$ cat config.mk
export PLATFORM = sky130hd
export DESIGN_NAME = gcdh_act
export DESIGN_NICKNAME = d
export VERILOG_FILES = /design/src/rtl/gcdh_pkg.sv /design/src/rtl/gcdh_div.sv /design/src/rtl/gcdh_act.sv
export SDC_FILE = /design/constraint.sdc
export NUM_CORES = 2
export LEC_CHECK = 0
export BUFFER_PORTS_ARGS = -buffer_cell sky130_fd_sc_hd__buf_4
export CORE_MARGIN = 2
export CORE_UTILIZATION = 35
export CTS_BUF_LIST = sky130_fd_sc_hd__clkbuf_4
export DETAILED_ROUTE_END_ITERATION = 10
export GPL_TIMING_DRIVEN = 1
export PLACE_DENSITY_LB_ADDON = 0.2
export SLEW_MARGIN = 20
export SYNTH_ARGS = -nofsm -noshare
export SYNTH_HDL_FRONTEND = slang
export SYNTH_SLANG_ARGS = --single-unit
$ cat constraint.sdc
create_clock -name clk_i -period 10.6 [get_ports clk_i]
set_input_delay 2.12 -clock clk_i [delete_from_list [all_inputs] [get_ports clk_i]]
set_output_delay 2.12 -clock clk_i [all_outputs]
set_load 0.02 [all_outputs]
$ cat src/rtl/gcdh_pkg.sv
// gcdh_pkg: shared widths, constants, types and saturation helpers for the
// gru cell / dense head block; no dependencies
`timescale 1ns / 1ps
`default_nettype none
package gcdh_pkg;

  localparam int Q_W      = 16;
  localparam int ACC_W    = 40;
  localparam int PRE_W    = ACC_W - 12;
  localparam int STORE_AW = 11;

  localparam logic signed [Q_W-1:0] ONE_Q12  = 16'sd4096;
  localparam logic signed [Q_W-1:0] TANH_SAT = 16'sd4076;

  // divider for the rational tanh
  localparam int DIV_NW = 48;
  localparam int DIV_DW = 34;
  localparam int DIV_QW = 14;
  localparam int DIV_CW = 4;

  typedef struct packed {
    logic clear;
    logic load;
    logic shift;
  } cell_ctl_t;

  typedef struct packed {
    logic                    start;
    logic                    sigm;
    logic signed [PRE_W-1:0] x;
  } act_req_t;

  function automatic logic signed [15:0] sat16(input logic signed [47:0] v);
    logic signed [15:0] r;
    if (v > 48'sd32767) r = 16'sh7fff;
    else if (v < -48'sd32768) r = 16'sh8000;
    else r = v[15:0];
    return r;
  endfunction

  function automatic logic signed [31:0] sat32(input logic signed [47:0] v);
    logic signed [31:0] r;
    if (v > 48'sd2147483647) r = 32'sh7fffffff;
    else if (v < -48'sd2147483648) r = 32'sh80000000;
    else r = v[31:0];
    return r;
  endfunction

endpackage
`default_nettype wire

$ cat src/rtl/gcdh_div.sv
// gcdh_div: restoring divider, one quotient bit per cycle
// uses gcdh_pkg widths
`timescale 1ns / 1ps
`default_nettype none
module gcdh_div (
  input  wire                   clk_i,
  input  wire                   rst_ni,
  input  wire                   start_i,
  input  wire [gcdh_pkg::DIV_NW-1:0] num_i,
  input  wire [gcdh_pkg::DIV_DW-1:0] den_i,
  output logic                  done_o,
  output logic [gcdh_pkg::DIV_QW-1:0] quo_o
);
  import gcdh_pkg::*;

  logic [DIV_CW-1:0] cnt_q;
  logic              done_q;
  logic [DIV_NW-1:0] rem_q, dsh_q;
  logic [DIV_QW-1:0] quo_q;
  logic              ge;

  assign ge = (rem_q >= dsh_q);

  always_ff @(posedge clk_i or negedge rst_ni) begin
    if (!rst_ni) begin
      cnt_q  <= '0;
      done_q <= 1'b0;
    end else begin
      done_q <= 1'b0;
      if (start_i) begin
        cnt_q <= DIV_CW'(DIV_QW);
      end else if (cnt_q != '0) begin
        cnt_q <= cnt_q - 1'b1;
        if (cnt_q == DIV_CW'(1)) done_q <= 1'b1;
      end
    end
  end

  always_ff @(posedge clk_i) begin
    if (start_i) begin
      rem_q <= num_i;
      dsh_q <= DIV_NW'(den_i) << (DIV_QW - 1);
    end else if (cnt_q != '0) begin
      if (ge) rem_q <= rem_q - dsh_q;
      quo_q <= {quo_q[DIV_QW-2:0], ge};
      dsh_q <= dsh_q >> 1;
    end
  end

  assign done_o = done_q;
  assign quo_o  = quo_q;

endmodule
`default_nettype wire

$ cat src/rtl/gcdh_act.sv
// gcdh_act: tanh (rational, clamped at +-3) and sigmoid (from tanh of x/2,
// clamped at +-8) in Q4.12; uses gcdh_pkg and gcdh_div
`timescale 1ns / 1ps
`default_nettype none
module gcdh_act (
  input  wire                  clk_i,
  input  wire                  rst_ni,
  input  wire gcdh_pkg::act_req_t req_i,
  output logic                 done_o,
  output logic signed [15:0]   y_o
);
  import gcdh_pkg::*;

  typedef enum logic [6:0] {
    A_IDLE = 7'b0000001,
    A_SQ   = 7'b0000010,
    A_SUM  = 7'b0000100,
    A_MUL  = 7'b0001000,
    A_DIV  = 7'b0010000,
    A_WAIT = 7'b0100000,
    A_FIN  = 7'b1000000
  } act_state_e;

  act_state_e state_q;
  logic       done_q;
  logic       sigm_q, f13_q, neg_q;
  logic signed [15:0] v_q, t_q, y_q;
  logic [30:0] x2_q;
  logic [31:0] sum_q;
  logic [DIV_DW-1:0] den_q;
  logic [14:0] magv_q;
  logic [46:0] mag_q;

  logic signed [PRE_W-1:0] lim;
  logic signed [31:0] sq;
  logic [31:0] c_v;
  logic [33:0] den_b;
  logic div_done;
  logic [DIV_QW-1:0] quo;
  logic signed [16:0] tp;

  assign lim   = req_i.sigm ? PRE_W'(24576) : PRE_W'(12288);
  assign sq    = v_q * v_q;
  assign c_v   = f13_q ? (32'd27 << 26) : (32'd27 << 24);
  assign den_b = {2'b00, c_v} + 34'(x2_q) * 34'd9;
  assign tp    = {t_q[15], t_q} + 17'sd4097;

  gcdh_div u_div (
    .clk_i   (clk_i),
    .rst_ni  (rst_ni),
    .start_i (state_q == A_DIV),
    .num_i   (DIV_NW'(mag_q) + DIV_NW'(den_q >> 1)),
    .den_i   (den_q),
    .done_o  (div_done),
    .quo_o   (quo)
  );

  always_ff @(posedge clk_i or negedge rst_ni) begin
    if (!rst_ni) begin
      state_q <= A_IDLE;
      done_q  <= 1'b0;
    end else begin
      done_q <= 1'b0;
      case (state_q)
        A_IDLE: begin
          if (req_i.start) begin
            if (req_i.sigm && (req_i.x > PRE_W'(32768) || req_i.x < -PRE_W'(32768))) begin
              done_q <= 1'b1;
            end else if (req_i.x > lim || req_i.x < -lim) begin
              state_q <= A_FIN;
            end else begin
              state_q <= A_SQ;
            end
          end
        end
        A_SQ:   state_q <= A_SUM;
        A_SUM:  state_q <= A_MUL;
        A_MUL:  state_q <= A_DIV;
        A_DIV:  state_q <= A_WAIT;
        A_WAIT: if (div_done) state_q <= A_FIN;
        A_FIN: begin
          done_q  <= 1'b1;
          state_q <= A_IDLE;
        end
        default: state_q <= A_IDLE;
      endcase
    end
  end

  always_ff @(posedge clk_i) begin
    case (state_q)
      A_IDLE: begin
        sigm_q <= req_i.sigm;
        f13_q  <= req_i.sigm;
        v_q    <= req_i.x[15:0];
        if (req_i.x > PRE_W'(32768)) y_q <= 16'sd4095;
        else if (req_i.x < -PRE_W'(32768)) y_q <= 16'sd1;
        if (req_i.x > lim) t_q <= TANH_SAT;
        else if (req_i.x < -lim) t_q <= -TANH_SAT;
      end
      A_SQ: begin
        x2_q   <= sq[30:0];
        neg_q  <= v_q[15];
        magv_q <= v_q[15] ? 15'(-v_q) : v_q[14:0];
      end
      A_SUM: begin
        sum_q <= c_v + {1'b0, x2_q};
        den_q <= f13_q ? {den_b[32:0], 1'b0} : den_b;
      end
      A_MUL: mag_q <= 47'(magv_q) * 47'(sum_q);
      A_WAIT: if (div_done) t_q <= neg_q ? -$signed(16'(quo)) : $signed(16'(quo));
      A_FIN: y_q <= sigm_q ? 16'(tp >>> 1) : t_q;
      default: ;
    endcase
  end

  assign done_o = done_q;
  assign y_o    = y_q;

endmodule
`default_nettype wire

==> results_dict.tcl <==
set metrics [dict create \
    end_kind "register" \
    yosys-top-cells-count "787 x inv_1, 625 x fa_1, 476 x nand2_1" \
    yosysTopAreaCellShare_pct 28.9 \
    placedCellCount 6028 \
    max_stage_delay_ns 0.81 \
    holdWs_ns 0.467 \
    yosys_warnings 0 \
    yosysMostFrequentCell "inv_1" \
    vias 30523 \
    timing.final.hold_violations 0 \
    slew_headroom_pct 26.8 \
    synthArstFlopShare_pct 3.96 \
    drtPass1Iterations 5 \
    insertion_delay_ns 0.96 \
    drt_iter0_drc 1543 \
    cts.repair.resized 0 \
    ys_ff_latch 328 \
    cts_tree "built" \
    status "complete, no violations" \
    fin_crit_ns 7.24 \
    maxCapViolations 0 \
    path_depth 22 \
    required_ns 11.26 \
    final.setup.tns_ns 0 \
    timing.fmax_mhz 138 \
    numPortBuffers 48 \
    worst_path_dominant_cell_family "adder cells" \
    path_buf_inv 4 \
    rsz0062_at_grt "false" \
    ys.flop_type "edfxtp_1" \
    post-route-drc-count 0 \
    finalNonFillerCells 6187 \
    clk_pin_slew_worst_paths_ns 0.08 \
    cts_sinks 328 \
    nets 5511 \
    worstHoldPathType "reg -> reg" \
    grt_pass1_vias 32275 \
    initial_utilization_pct 35.2 \
    dieHeight_um 356 \
    critPathSlowestCell "edfxtp_1" \
    synth_mux_area_share_pct 0.627 \
    crit_top_cell "fa_1" \
    wl_mm 109 \
    drive_gt1_share_pct 6.12 \
    syn_area_sq_um 43300 \
    synth.yosys.seq_area_share_pct 22.3 \
    area_growth_pct 7.35 \
    via_per_inst 4.93 \
    cts_hold_buf 0 \
    path_cells "and2_1, fa_1, inv_1, fa_1, inv_1, fa_1, fa_1, fa_1, inv_1, fa_1, inv_1, ha_1, a21o_1, a21o_1, a221o_1, o211ai_1, a21oi_1, and3b_1, o21a_1, nor2b_1, a221oi_1, xnor2_1" \
    grt_max_degree 76 \
    rr_worst_depth 22 \
    wl_per_cell_um 17.7 \
    grtUsageTotal_pct 17.8 \
    synth_area_leader_cell "fa_1" \
    cp-start-kind "register" \
    fin_crit_sh_pct 68.3 \
    criticalPathCategory "reg -> reg" \
    syn_area_per_cell_sq_um 9.69 \
    cts_buffer_depth 3 \
    synth_edf_count 302 \
    design.die.area_sq_um 127000 \
    synth_cells 4468 \
    synth_xor_area_share_pct 4.37 \
    antenna_found_initial 3 \
    fin_worst_skew_ns 0.0829 \
    dp_hpwl_mm 87.5 \
    core_sq_um 123000 \
    postRouteAntennaNets 0 \
    gp_congestion 0.838 \
    cts_root_buffer "clkbuf_4" \
    cts_inserted_buffers 89 \
    synth_top_family_by_area "adder cells" \
    crit_fanout 31 \
    hold_depth 2 \
    synthSimpleGateAreaFrac_pct 14.2 \
    grt_pass1_wl_mm 178 \
    tightest_slew_ns 1.10 \
    cts_setup_buffers 0 \
    rows 129 \
    grt_overflow 0 \
    synth_compound_area_share_pct 10.6 \
    die_width_um 356 \
    crit_arrival_ns 7.90 \
    slew_violations 0 \
    io-pin-count 49 \
    finalSetupViolCount 0 \
    htreeDepth 3 \
    synth_fa_ha_area_share_pct 39.6 \
    synth.distinct_cells 88 \
    synth.area.top_cells "fa_1 29%, edfxtp_1 21%, ha_1 11%" \
]
## path summary, 6_finish.rpt
| check | start | end | slack, ns |
|---|---|---|---|
| max | magv_q[4] | mag_q[44] | 3.36 |
| min | u_div.dsh_q[2] | u_div.dsh_q[1] | 0.47 |
| max reg2reg | magv_q[4] | mag_q[44] | 3.36 |
| min reg2reg | u_div.dsh_q[2] | u_div.dsh_q[1] | 0.47 |
| max in group asynchronous | rst_ni | state_q[0] | 9.29 |
| min in group asynchronous | rst_ni | done_o | 1.06 |
## worst min-delay path, stage by stage, from the launching register on
cell and delay, ns:
dfxtp_1 0.32, nand2_1 0.06, a21oi_1 0.06
## per-stage QoR
stage | instance area, sq um | worst slack, ns | utilization, %
2_1_floorplan | 43300 | 4.02 | -
3_3_place_gp | 45400 | 3.41 | 36.8
3_5_place_dp | 45400 | 3.29 | 36.8
4_1_cts | 46400 | 3.24 | 37.7
5_1_grt | 46500 | 3.03 | 37.7
6_report | 46500 | 3.36 | 37.7
## routing by layer
layer	wire length [um]	global-route usage, %	share of wire, %
met5	0	0	0
met2	52700	30.1	48
met3	3900	2.47	3.6
met1	50300	24.1	46
met4	2540	4.41	2.3
## cell type report
class,count,area [sq um]
tap,1637,2050
clock inverter,21,91.3
multi-input combinational,3194,30100
fill,12455,76700
antenna,7,17.5
sequential,328,9660
clock buffer,129,968
timing repair buffer,82,631
inverter,789,2960
## state kept, by name, indices dropped and copies added, names as in the netlist
name / count
u_div.rem_q: 48
mag_q: 47
u_div.dsh_q: 47
den_q: 34
sum_q: 31
x2_q: 30
t_q: 16
v_q: 16
y_o: 16
magv_q: 14
u_div.quo_o: 14
state_q: 7
u_div.cnt_q: 4
done_o: 1
f13_q: 1
neg_q: 1
u_div.done_o: 1
## cells by family (layout without fill, tap and decap cells)
kind of cell,Yosys count,in the layout
XOR/XNOR,216,216
buffers and inverters,954,1021
AND/OR/NAND/NOR,1248,1248
adder cells (fa/ha/maj),995,995
multiplexers,25,25
other,1,16
flip-flops,328,328
AO/OA/AOI/OAI,701,701
## cells in the final DEF, fill, tap and decap left out, types with 129 or more instances in the layout
| cell | n |
|---|---|
| inv_1 | 787 |
| fa_1 | 625 |
| nand2_1 | 476 |
| ha_1 | 370 |
| and2_1 | 321 |
| edfxtp_1 | 302 |
| a21oi_1 | 220 |
| nor2_1 | 184 |
| xnor2_1 | 147 |
| clkbuf_4 | 129 |
Power is not shown: default switching activity piles up to over one toggle a cycle in this logic, so the estimate is an artifact.
