`config.mk`:
```
export PLATFORM = sky130hd
export DESIGN_NAME = gcdh_cell
export DESIGN_NICKNAME = d
export VERILOG_FILES = /design/src/rtl/gcdh_pkg.sv /design/src/rtl/gcdh_cell.sv
export SDC_FILE = /design/constraint.sdc
export NUM_CORES = 1
export LEC_CHECK = 0
export BUFFER_PORTS_ARGS = -buffer_cell sky130_fd_sc_hd__buf_4
export CAP_MARGIN = 15
export CORE_MARGIN = 1
export CORE_UTILIZATION = 45
export DETAILED_ROUTE_END_ITERATION = 8
export GPL_ROUTABILITY_DRIVEN = 0
export PLACE_DENSITY_LB_ADDON = 0.3
export SYNTH_ARGS = -nofsm -noshare
export SYNTH_HDL_FRONTEND = slang
export SYNTH_SLANG_ARGS = --single-unit
```
`constraint.sdc`:
```
create_clock -name clk_i -period 1.3 [get_ports clk_i]
set_input_delay 0.13 -clock clk_i [delete_from_list [all_inputs] [get_ports clk_i]]
set_output_delay 0.13 -clock clk_i [all_outputs]
set_load 0.02 [all_outputs]
```
`src/rtl/gcdh_pkg.sv`:
```
// gcdh_pkg: shared widths, constants, types and saturation helpers for the
// gru cell / dense head block; no dependencies
`timescale 1ns / 1ps
`default_nettype none
package gcdh_pkg;

  localparam int Q_W      = 16;
  localparam int ACC_W    = 40;
  localparam int PRE_W    = ACC_W - 12;
  localparam int STORE_AW = 11;

  localparam logic signed [Q_W-1:0] ONE_Q12  = 16'sd4096;
  localparam logic signed [Q_W-1:0] TANH_SAT = 16'sd4076;

  // divider for the rational tanh
  localparam int DIV_NW = 48;
  localparam int DIV_DW = 34;
  localparam int DIV_QW = 14;
  localparam int DIV_CW = 4;

  typedef struct packed {
    logic clear;
    logic load;
    logic shift;
  } cell_ctl_t;

  typedef struct packed {
    logic                    start;
    logic                    sigm;
    logic signed [PRE_W-1:0] x;
  } act_req_t;

  function automatic logic signed [15:0] sat16(input logic signed [47:0] v);
    logic signed [15:0] r;
    if (v > 48'sd32767) r = 16'sh7fff;
    else if (v < -48'sd32768) r = 16'sh8000;
    else r = v[15:0];
    return r;
  endfunction

  function automatic logic signed [31:0] sat32(input logic signed [47:0] v);
    logic signed [31:0] r;
    if (v > 48'sd2147483647) r = 32'sh7fffffff;
    else if (v < -48'sd2147483648) r = 32'sh80000000;
    else r = v[31:0];
    return r;
  endfunction

endpackage
`default_nettype wire

```
`src/rtl/gcdh_cell.sv`:
```
// gcdh_cell: one Q4.12 storage cell of a chain; takes its neighbor's value on
// shift, a parallel value on load, zero on clear; uses gcdh_pkg
`timescale 1ns / 1ps
`default_nettype none
module gcdh_cell (
  input  wire                     clk_i,
  input  wire                     rst_ni,
  input  wire gcdh_pkg::cell_ctl_t ctl_i,
  input  wire logic signed [15:0] nb_i,
  input  wire logic signed [15:0] ld_i,
  output logic signed [15:0]      q_o
);
  import gcdh_pkg::*;

  logic signed [15:0] val_q, val_d;

  always_comb begin
    val_d = val_q;
    if (ctl_i.clear) val_d = '0;
    else if (ctl_i.load) val_d = ld_i;
    else if (ctl_i.shift) val_d = nb_i;
  end

  always_ff @(posedge clk_i or negedge rst_ni) begin
    if (!rst_ni) val_q <= '0;
    else val_q <= val_d;
  end

  assign q_o = val_q;

endmodule
`default_nettype wire

```
==> run_results.csv, run 1 <==
group,metric,value,unit
sta,fin_skew,0,ps
finish,syn_to_final_growth,47.0,%
clock_tree,h-tree-depth,1,
floorplanning,rows,15,
sta,setup_violations,0,
clock_tree,cts_buffers,3,
power_and_ir_drop,leakagePower,0.648,nW
synth,synth_area_leaders,"dfrtp_1, mux2i_1, a211oi_2",
setup_path,cp.arrival,850,ps
synth,synthMuxAreaShare,18.1,%
global_route,grt_use_total,20.7,%
synth,netlist.area_leader.share,45.2,%
route,viasPerCell,5.01,
setup_path,crit_family,"flip-flops",
setup_path,path_buf_inv,1,
setup_path,cp-end-kind,"output port",
global_route,grt-ovfl-total,0,
route,drtIter0Drc,5,
route,dr.pass1.iters,3,
clock_tree,cts_num_sinks,16,
global_route,grt_pass1_vias,720,
clock_tree,clk_latency,290,ps
route,vias,736,
synth,ys_warn_count,0,
power_and_ir_drop,powerDensity,932,nW/um2
synth,synth-simple-area-share,11.3,%
synth,synth_compound_area_share,19.2,%
route,remaining_drc_errors,0,
sta,tightest_slew,645,ps
synth,yosys-top-cells-count,"dfrtp_1, mux2i_1, nor2b_1",
setup_path,cp_slowest_cell,"dfrtp_1",
job,maxCapViolCount,0,
setup_path,worstPathCellList,"buf_4",
sta,rsz0062_at_grt,"no",
floorplanning,start_util,49.7,%
route,post_drt_wl_per_cell,13.3,um
setup_path,slowest_delay,400,ps
outcome,status,"completed",
synth,synth_top_family_by_area,"compound AO/OA/AOI/OAI gates",
route,ant_nets,0,
clock_tree,clockRootBuffer,"clkbuf_4",
global_route,grt_pass1_wl,3010,um
synth,synthAdderAreaFrac,0,%
finish,antenna_cells,0,
floorplanning,die-area,2150,um2
clock_tree,cts_tree,"done",
setup_path,worstPathMaxFanout,2,
floorplanning,die_h,46.4,um
floorplanning,io_pins,53,
synth,yosys.area.top_type,"dfrtp_1",
setup_path,crit_required,1170,ps
synth,synthArstFlopShare,100,%
sta,hold_viol,0,
clock_tree,clk_path_buf_depth,2,
floorplanning,die_w,46.4,um
global_route,grt_max_degree,18,
synth,postSynthCellCount,71,
synth,synth_edf_count,0,
synth,synth-seq-cells,16,
floorplanning,fp.coreArea,1780,um2
synth,ys.flop_type,"dfrtp_1",
setup_path,worst_setup_path_start_kind,"flip-flop",
synth,netlist_area,886,um2
clock_tree,cts_resized,0,
sta,finalCritPeriodShare,75.5,%
finish,final_util,73.1,%
hold_path,min_path_type,"input pin to flip-flop",
finish,largest_reg_flops,16,
sta,drv_slew,0,
finish,drive_gt1_share,54.1,%
power_and_ir_drop,ir_drop,0.670,mV
synth,yosysSeqAreaShare,45.2,%
sta,fin_setup_tns,0,ps
clock_tree,clkTransAtPathRegs,90,ps
finish,fillers,140,
sta,fin_crit,981,ps
synth,postSynthAreaPerCell,12.5,um2
setup_path,crit_type,"flip-flop to output port",
route,wirelength,1960,um
placed_design,dp_hpwl,1480,um
synth,syn-num-nets,108,
clock_tree,cts_setup_buffers,0,
finish,fin_nets,160,
synth,synth_xor_area_share,0,%
sta,relSlewSlack,56.9,%
global_route,antenna_found_initial,0,
placed_design,portBuffers,52,
synth,ys_types,12,
sta,timing.fmax,1.02,GHz
-- power by group --
part	internal, mW	total (mW)	switching [mW]	leakage, nW
Sequential	0.533	0.552	0.0189	0.206
Clock	0.171	0.333	0.162	0.0210
Combinational	0.174	0.329	0.155	0.421
Total	0.878	1.21	0.337	0.648
-- area by class of cell --
| type | count | area [um2] | share of cell area (%) |
|---|---|---|---|
| flip-flops and latches | 16 | 400 | 30.7 |
| inverters | 1 | 3.75 | 0.288 |
| multi-input cells | 48 | 430 | 33.0 |
| repair buffers | 53 | 400 | 30.7 |
| well taps | 25 | 31.3 | 2.40 |
| clock buffers | 4 | 36.3 | 2.79 |
-- path summary, 6_finish.rpt --
path / from / to / slack [ps] / depth (start not counted)
setup / recovery: q_o[13] / q_o[13] / 320 / 1
hold / removal: ld_i[12] / q_o[12] / 120 / 3
setup reg to reg: q_o[0] / q_o[0] / 480 / 2
hold reg to reg: q_o[14] / q_o[14] / 630 / 2
max in group asynchronous: rst_ni / q_o[8] / 890 / 2
min in group asynchronous: rst_ni / q_o[15] / 240 / 2
-- cells in the final DEF, fill, tap and decap left out, drive strengths merged --
master,netlist,routed
buf,5,52
mux2i,16,16
nor2b,16,16
dfrtp,16,16
a211oi,16,16
clkbuf,1,4
inv,1,1
dlygate4sd3,0,1
-- tightest hold or removal path, delay by kind of cell --
kind                   cells  cell delay [ps]
buffers and inverters      1              110
AND/OR/NAND/NOR            1              100
AO/OA/AOI/OAI              1               50
-- stage by stage --
step / power, mW / cell area [um2] / std cells / hold WS, ps / setup slack (ps)
6_report: 1.21 / 1300 / 147 / 125 / 319
5_1_grt: 1.27 / 1300 / 147 / 123 / 279
4_1_cts: 1.23 / 1300 / 147 / 122 / 311
3_5_place_dp: 0.893 / 1260 / 142 / -3.45 / 167
3_3_place_gp: 0.885 / 1260 / 142 / -3.85 / 229
2_1_floorplan: 0.734 / 886 / 71 / -166 / 477
-- layer usage --
layer / track usage, % / vias up / routed length (um)
li1: - / 358 / -
met1: 24.1 / 344 / 837
met2: 34.7 / 29 / 958
met3: 5.10 / 5 / 130
met4: 10.6 / 0 / 36
met5: 0 / - / 0
-- logic make-up after synthesis --
kind of cell           Yosys count
AOI/OAI and AO/OA               16
buffers and inverters            7
DFF                             16
muxes                           16
and+or+nand+nor                 16
-- repair_timing --
item | CTS | global route
hold endpoints to repair | 16 | 0
endpoints found under the setup margin | 0 | 0
hold buffers | 1 | 0
Power figures use the tool's default switching activity.
==> run 2, diff against run 1 <==
--- a/config.mk
+++ b/config.mk
@@ -7,8 +7,9 @@
 export LEC_CHECK = 0
 export BUFFER_PORTS_ARGS = -buffer_cell sky130_fd_sc_hd__buf_4
 export CAP_MARGIN = 15
+export CORE_ASPECT_RATIO = 0.6
 export CORE_MARGIN = 1
-export CORE_UTILIZATION = 45
+export CORE_UTILIZATION = 38
 export DETAILED_ROUTE_END_ITERATION = 8
 export GPL_ROUTABILITY_DRIVEN = 0
 export PLACE_DENSITY_LB_ADDON = 0.3
==> constraint.sdc (replaced) <==
create_clock -name clk_i -period 0.8 [get_ports clk_i]
set_input_delay 0.08 -clock clk_i [delete_from_list [all_inputs] [get_ports clk_i]]
set_output_delay 0.08 -clock clk_i [all_outputs]
set_load 0.02 [all_outputs]
==> run_results.csv, run 2 (synthesis results as in run 1) <==
group,metric,value,unit
setup_path,slowest_delay,420,ps
placed_design,dp_hpwl,1460,um
route,dr.pass1.iters,2,
setup_path,crit_required,720,ps
global_route,grt_pass1_vias,708,
sta,tightest_slew,286,ps
clock_tree,h-tree-depth,1,
placed_design,place_area,1300,um2
clock_tree,clk_latency,240,ps
finish,final_cell_area,1420,um2
sta,finalCritPeriodShare,109,%
route,ant_nets,0,
finish,antenna_cells,0,
setup_path,cp-end-kind,"output port",
floorplanning,start_util,40.6,%
hold_path,min_from,"ld_i[12]",
setup_path,crit_family,"flip-flops",
finish,final_common_cell,"buf_4",
clock_tree,cts_tree,"done",
sta,fin_crit,872,ps
setup_path,worstPathMaxFanout,2,
global_route,grt_max_degree,18,
global_route,met2_usage,31.1,%
route,viasPerCell,4.78,
setup_path,cp-startpoint,"q_o[2]",
sta,drv_slew,0,
setup_path,cp.arrival,790,ps
clock_tree,clkTransAtPathRegs,60,ps
finish,drive_gt1_share,68.9,%
global_route,grt_use_total,16.7,%
placed_design,portBuffers,52,
power_and_ir_drop,sequentialPowerShare,44.1,%
outcome,violations,"setup timing",
route,vias,726,
setup_path,crit_type,"flip-flop to output port",
power_and_ir_drop,ir_drop,0.965,mV
outcome,status,"finished, violations left",
clock_tree,cts_buffers,3,
clock_tree,clk_path_buf_depth,2,
power_and_ir_drop,leakagePower,0.651,nW
floorplanning,rows,13,
finish,final_cell_mix,"buf_4, nor2b_1, buf_6, dfrtp_2, mux2i_1",
sta,hold_viol,0,
sta,fin_skew,0,ps
sta,worst_slack,-71.9,ps
floorplanning,die-area,2530,um2
power_and_ir_drop,switching_share,26.1,%
finish,largest_reg_flops,16,
floorplanning,die_w,64.3,um
clock_tree,clockRootBuffer,"clkbuf_8",
sta,relSlewSlack,81.0,%
finish,final_cells,152,
power_and_ir_drop,clkPwrFrac,27.6,%
sta,setup_violations,17,
placed_design,dp_slack,-54.6,ps
power_and_ir_drop,combPwrFrac,28.3,%
route,post_drt_wl_per_cell,13.3,um
setup_path,worst_setup_path_start_kind,"flip-flop",
hold_path,min_path_type,"input pin to flip-flop",
route,drtIter0Drc,5,
global_route,grt-ovfl-total,0,
floorplanning,die_h,39.4,um
clock_tree,cts_num_sinks,16,
global_route,grt_pass1_wl,3060,um
global_route,grt_util_met1,19.3,%
setup_path,path_buf_inv,1,
setup_path,cp_slowest_cell,"dfrtp_2",
setup_path,timing.rr.start,"q_o[2]",
finish,syn_to_final_growth,60.6,%
global_route,use_met3,4.65,%
finish,fin_nets,161,
global_route,antenna_found_initial,0,
sta,fin_setup_tns,-959,ps
job,maxCapViolCount,0,
power_and_ir_drop,powerDensity,1470,nW/um2
route,remaining_drc_errors,0,
placed_design,placed_cells_incl_taps,148,
sta,timing.fmax,1.15,GHz
floorplanning,io_pins,53,
route,wirelength,2020,um
power_and_ir_drop,p_int,1.54,mW
power_and_ir_drop,p_total,2.09,mW
global_route,busiest_layer,"met2",
sta,rsz0062_at_grt,"yes",
floorplanning,fp.coreArea,2180,um2
setup_path,worstPathCellList,"buf_6",
power_and_ir_drop,power.switching,0.545,mW
-- run 2: metrics by stage --
| step | util [%] | hold WS (ps) |
|---|---|---|
| floorplan | - | -216 |
| global placement | 59.8 | -47.0 |
| detailed placement | 59.8 | -51.0 |
| CTS | 64.9 | 130 |
| global route | 65.3 | 146 |
| finish | 65.3 | 138 |
-- run 2: power by group through the flow --
stage	Combinational (mW)	Sequential [mW]	Clock [mW]
after detailed placement	0.548	0.924	0
final	0.590	0.922	0.577
after global routing	0.632	0.928	0.618
after CTS	0.589	0.922	0.593
after global placement	0.541	0.922	0
after floorplan	0.208	0.997	0
-- run 2: what timing repair did --
action,in CTS,in global routing
setup buffers,0,0
pin swaps,1,8
setup endpoints to repair,16,27
gates resized for setup,16,2
hold buffers,1,0
hold endpoints to repair,16,0
-- run 2: layer usage --
metal / share of wire [%] / routed length, um
met1: 45 / 909
met5: 0 / 0
met2: 48 / 981
met4: 0.99 / 20
met3: 5.5 / 111
-- run 2: area by class of cell --
| cell class | instances | area, um2 |
|---|---|---|
| Inverter | 1 | 3.75 |
| Fill cell | 182 | 757 |
| Clock buffer | 3 | 41.3 |
| Tap cell | 30 | 37.5 |
| Multi-Input combinational cell | 48 | 439 |
| Sequential cell | 16 | 420 |
| Timing Repair Buffer | 54 | 480 |
-- run 2: path summary, 6_finish.rpt --
path / end / slack [ps] / cells after the start
min: q_o[12] / 140 / 3
max in group asynchronous: q_o[15] / 380 / 2
max: q_o[2] / -70 / 1
min in group asynchronous: q_o[2] / 230 / 2
min reg2reg: q_o[1] / 650 / 2
max reg2reg: q_o[2] / -10 / 2
==> run 3, diff against run 2 <==
--- a/config.mk
+++ b/config.mk
@@ -7,7 +7,6 @@
 export LEC_CHECK = 0
 export BUFFER_PORTS_ARGS = -buffer_cell sky130_fd_sc_hd__buf_4
 export CAP_MARGIN = 15
-export CORE_ASPECT_RATIO = 0.6
 export CORE_MARGIN = 1
 export CORE_UTILIZATION = 38
 export DETAILED_ROUTE_END_ITERATION = 8
==> run_results.csv, run 3 (synthesis results as in run 1) <==
group,metric,value,unit
power_and_ir_drop,powerDensity,1440,nW/um2
sta,relSlewSlack,81.8,%
placed_design,placed_cells_incl_taps,148,
power_and_ir_drop,p_total,2.05,mW
clock_tree,clockRootBuffer,"clkbuf_4",
setup_path,worstPathMaxFanout,2,
finish,multiInputGateArea,449,um2
global_route,antenna_found_initial,0,
route,remaining_drc_errors,0,
setup_path,cp.depth,1,
setup_path,cp_slowest_cell,"dfrtp_2",
outcome,status,"finished, violations left",
sta,rsz0062_at_grt,"yes",
sta,tightest_slew,273,ps
outcome,violations,"setup timing",
power_and_ir_drop,ir_drop,0.863,mV
finish,antenna_cells,0,
floorplanning,die_h,50.3,um
route,wirelength,2090,um
sta,timing.fmax,1.08,GHz
setup_path,slowest_delay,430,ps
finish,final_common_cell,"buf_4",
floorplanning,io_pins,53,
clock_tree,clk_path_buf_depth,2,
route,drtIter0Drc,1,
setup_path,rr_endpoint,"q_o[10]",
finish,regArea,420,um2
power_and_ir_drop,leakagePower,0.657,nW
setup_path,crit_family,"flip-flops",
floorplanning,fp.coreArea,2210,um2
finish,largest_reg_flops,16,
setup_path,crit_type,"flip-flop to output port",
setup_path,crit_end,"q_o[1]",
finish,final_cells,153,
sta,finalCritPeriodShare,116,%
setup_path,path_buf_inv,1,
route,post_drt_wl_per_cell,13.6,um
sta,fin_skew,0,ps
route,dr.pass1.iters,2,
clock_tree,cts_num_sinks,16,
sta,fin_crit,925,ps
floorplanning,rows,17,
setup_path,worstPathCellList,"buf_6",
setup_path,cp-startpoint,"q_o[1]",
job,maxCapViolCount,0,
setup_path,crit_required,720,ps
sta,worst_slack,-125,ps
finish,drive_gt1_share,71.2,%
setup_path,rr_worst_depth,2,
route,vias,748,
global_route,grt_pass1_wl,3420,um
hold_path,min_path_type,"input pin to flip-flop",
floorplanning,die_w,50.3,um
global_route,grt_pass1_vias,790,
global_route,grt-ovfl-total,0,
sta,drv_slew,0,
global_route,grt_use_total,18.2,%
clock_tree,clk_latency,280,ps
finish,fin_nets,163,
clock_tree,h-tree-depth,1,
finish,fillers,193,
setup_path,ff2ff_setup_slack,-40,ps
route,viasPerCell,4.89,
floorplanning,die-area,2530,um2
placed_design,dp_hpwl,1500,um
global_route,grt_max_degree,18,
placed_design,dp_slack,-95.8,ps
finish,syn_to_final_growth,61.2,%
sta,setup_violations,18,
route,ant_nets,0,
finish,final_cell_mix,"buf_4, nor2b_1, buf_6, dfrtp_2, mux2i_1",
setup_path,timing.rr.start,"q_o[10]",
setup_path,worst_setup_path_start_kind,"flip-flop",
floorplanning,start_util,40.0,%
clock_tree,cts_tree,"done",
setup_path,cp-end-kind,"output port",
clock_tree,cts_buffers,3,
sta,hold_viol,0,
placed_design,portBuffers,52,
clock_tree,cts_setup_buffers,0,
clock_tree,clkTransAtPathRegs,100,ps
setup_path,cp.arrival,840,ps
==> run 3: how the worst min path moves through the flow <==
stage	cells after the start	endpoint	from	slack, ps
global placement	1	q_o[7]	rst_ni	-50
global route	3	q_o[12]	ld_i[12]	110
floorplan	0	q_o[0]	rst_ni	-220
finish	3	q_o[6]	ld_i[6]	110
detailed placement	1	q_o[7]	rst_ni	-50
CTS	3	q_o[15]	ld_i[15]	80
==> run 3: what timing repair did <==
action / 4_1_cts / 5_1_grt
pin swaps: 1 / 9
endpoints found under the setup margin: 19 / 29
resized for setup: 16 / 4
hold endpoints to repair: 16 / 0
hold buffers: 1 / 0
==> run 3: final cells by class <==
| type | count | share of cell area, % |
|---|---|---|
| repair buffers | 56 | 33.8 |
| multi-input cells | 48 | 31.5 |
| flip-flops and latches | 16 | 29.4 |
| clock buffers | 4 | 2.54 |
| well taps | 28 | 2.45 |
| inverters | 1 | 0.263 |
==> run 3: metrics by stage <==
stage               cell area [um2]  utilization, %  setup TNS [ps]  hold slack, ps
floorplan                       906               -               0            -216
global placement               1300            58.9           -74.4           -48.1
detailed placement             1300            58.9            -374           -51.4
CTS                            1410            63.7           -1960            81.8
global route                   1430            64.5           -2490             112
finish                         1430            64.5           -1840             110
==> run 3: routing by layer <==
metal / global-route usage, % / wire [um] / vias up
li1: - / - / 363
met1: 21.2 / 805 / 358
met2: 32.4 / 1160 / 25
met3: 3.33 / 110 / 2
met4: 7.14 / 10 / 0
met5: 0 / 0 / -
==> run 3: where the power goes <==
group | internal (mW) | leakage [nW] | switching [mW]
clock | 0.277 | 0.0210 | 0.256
sequential | 0.877 | 0.184 | 0.0436
combinational | 0.335 | 0.452 | 0.264
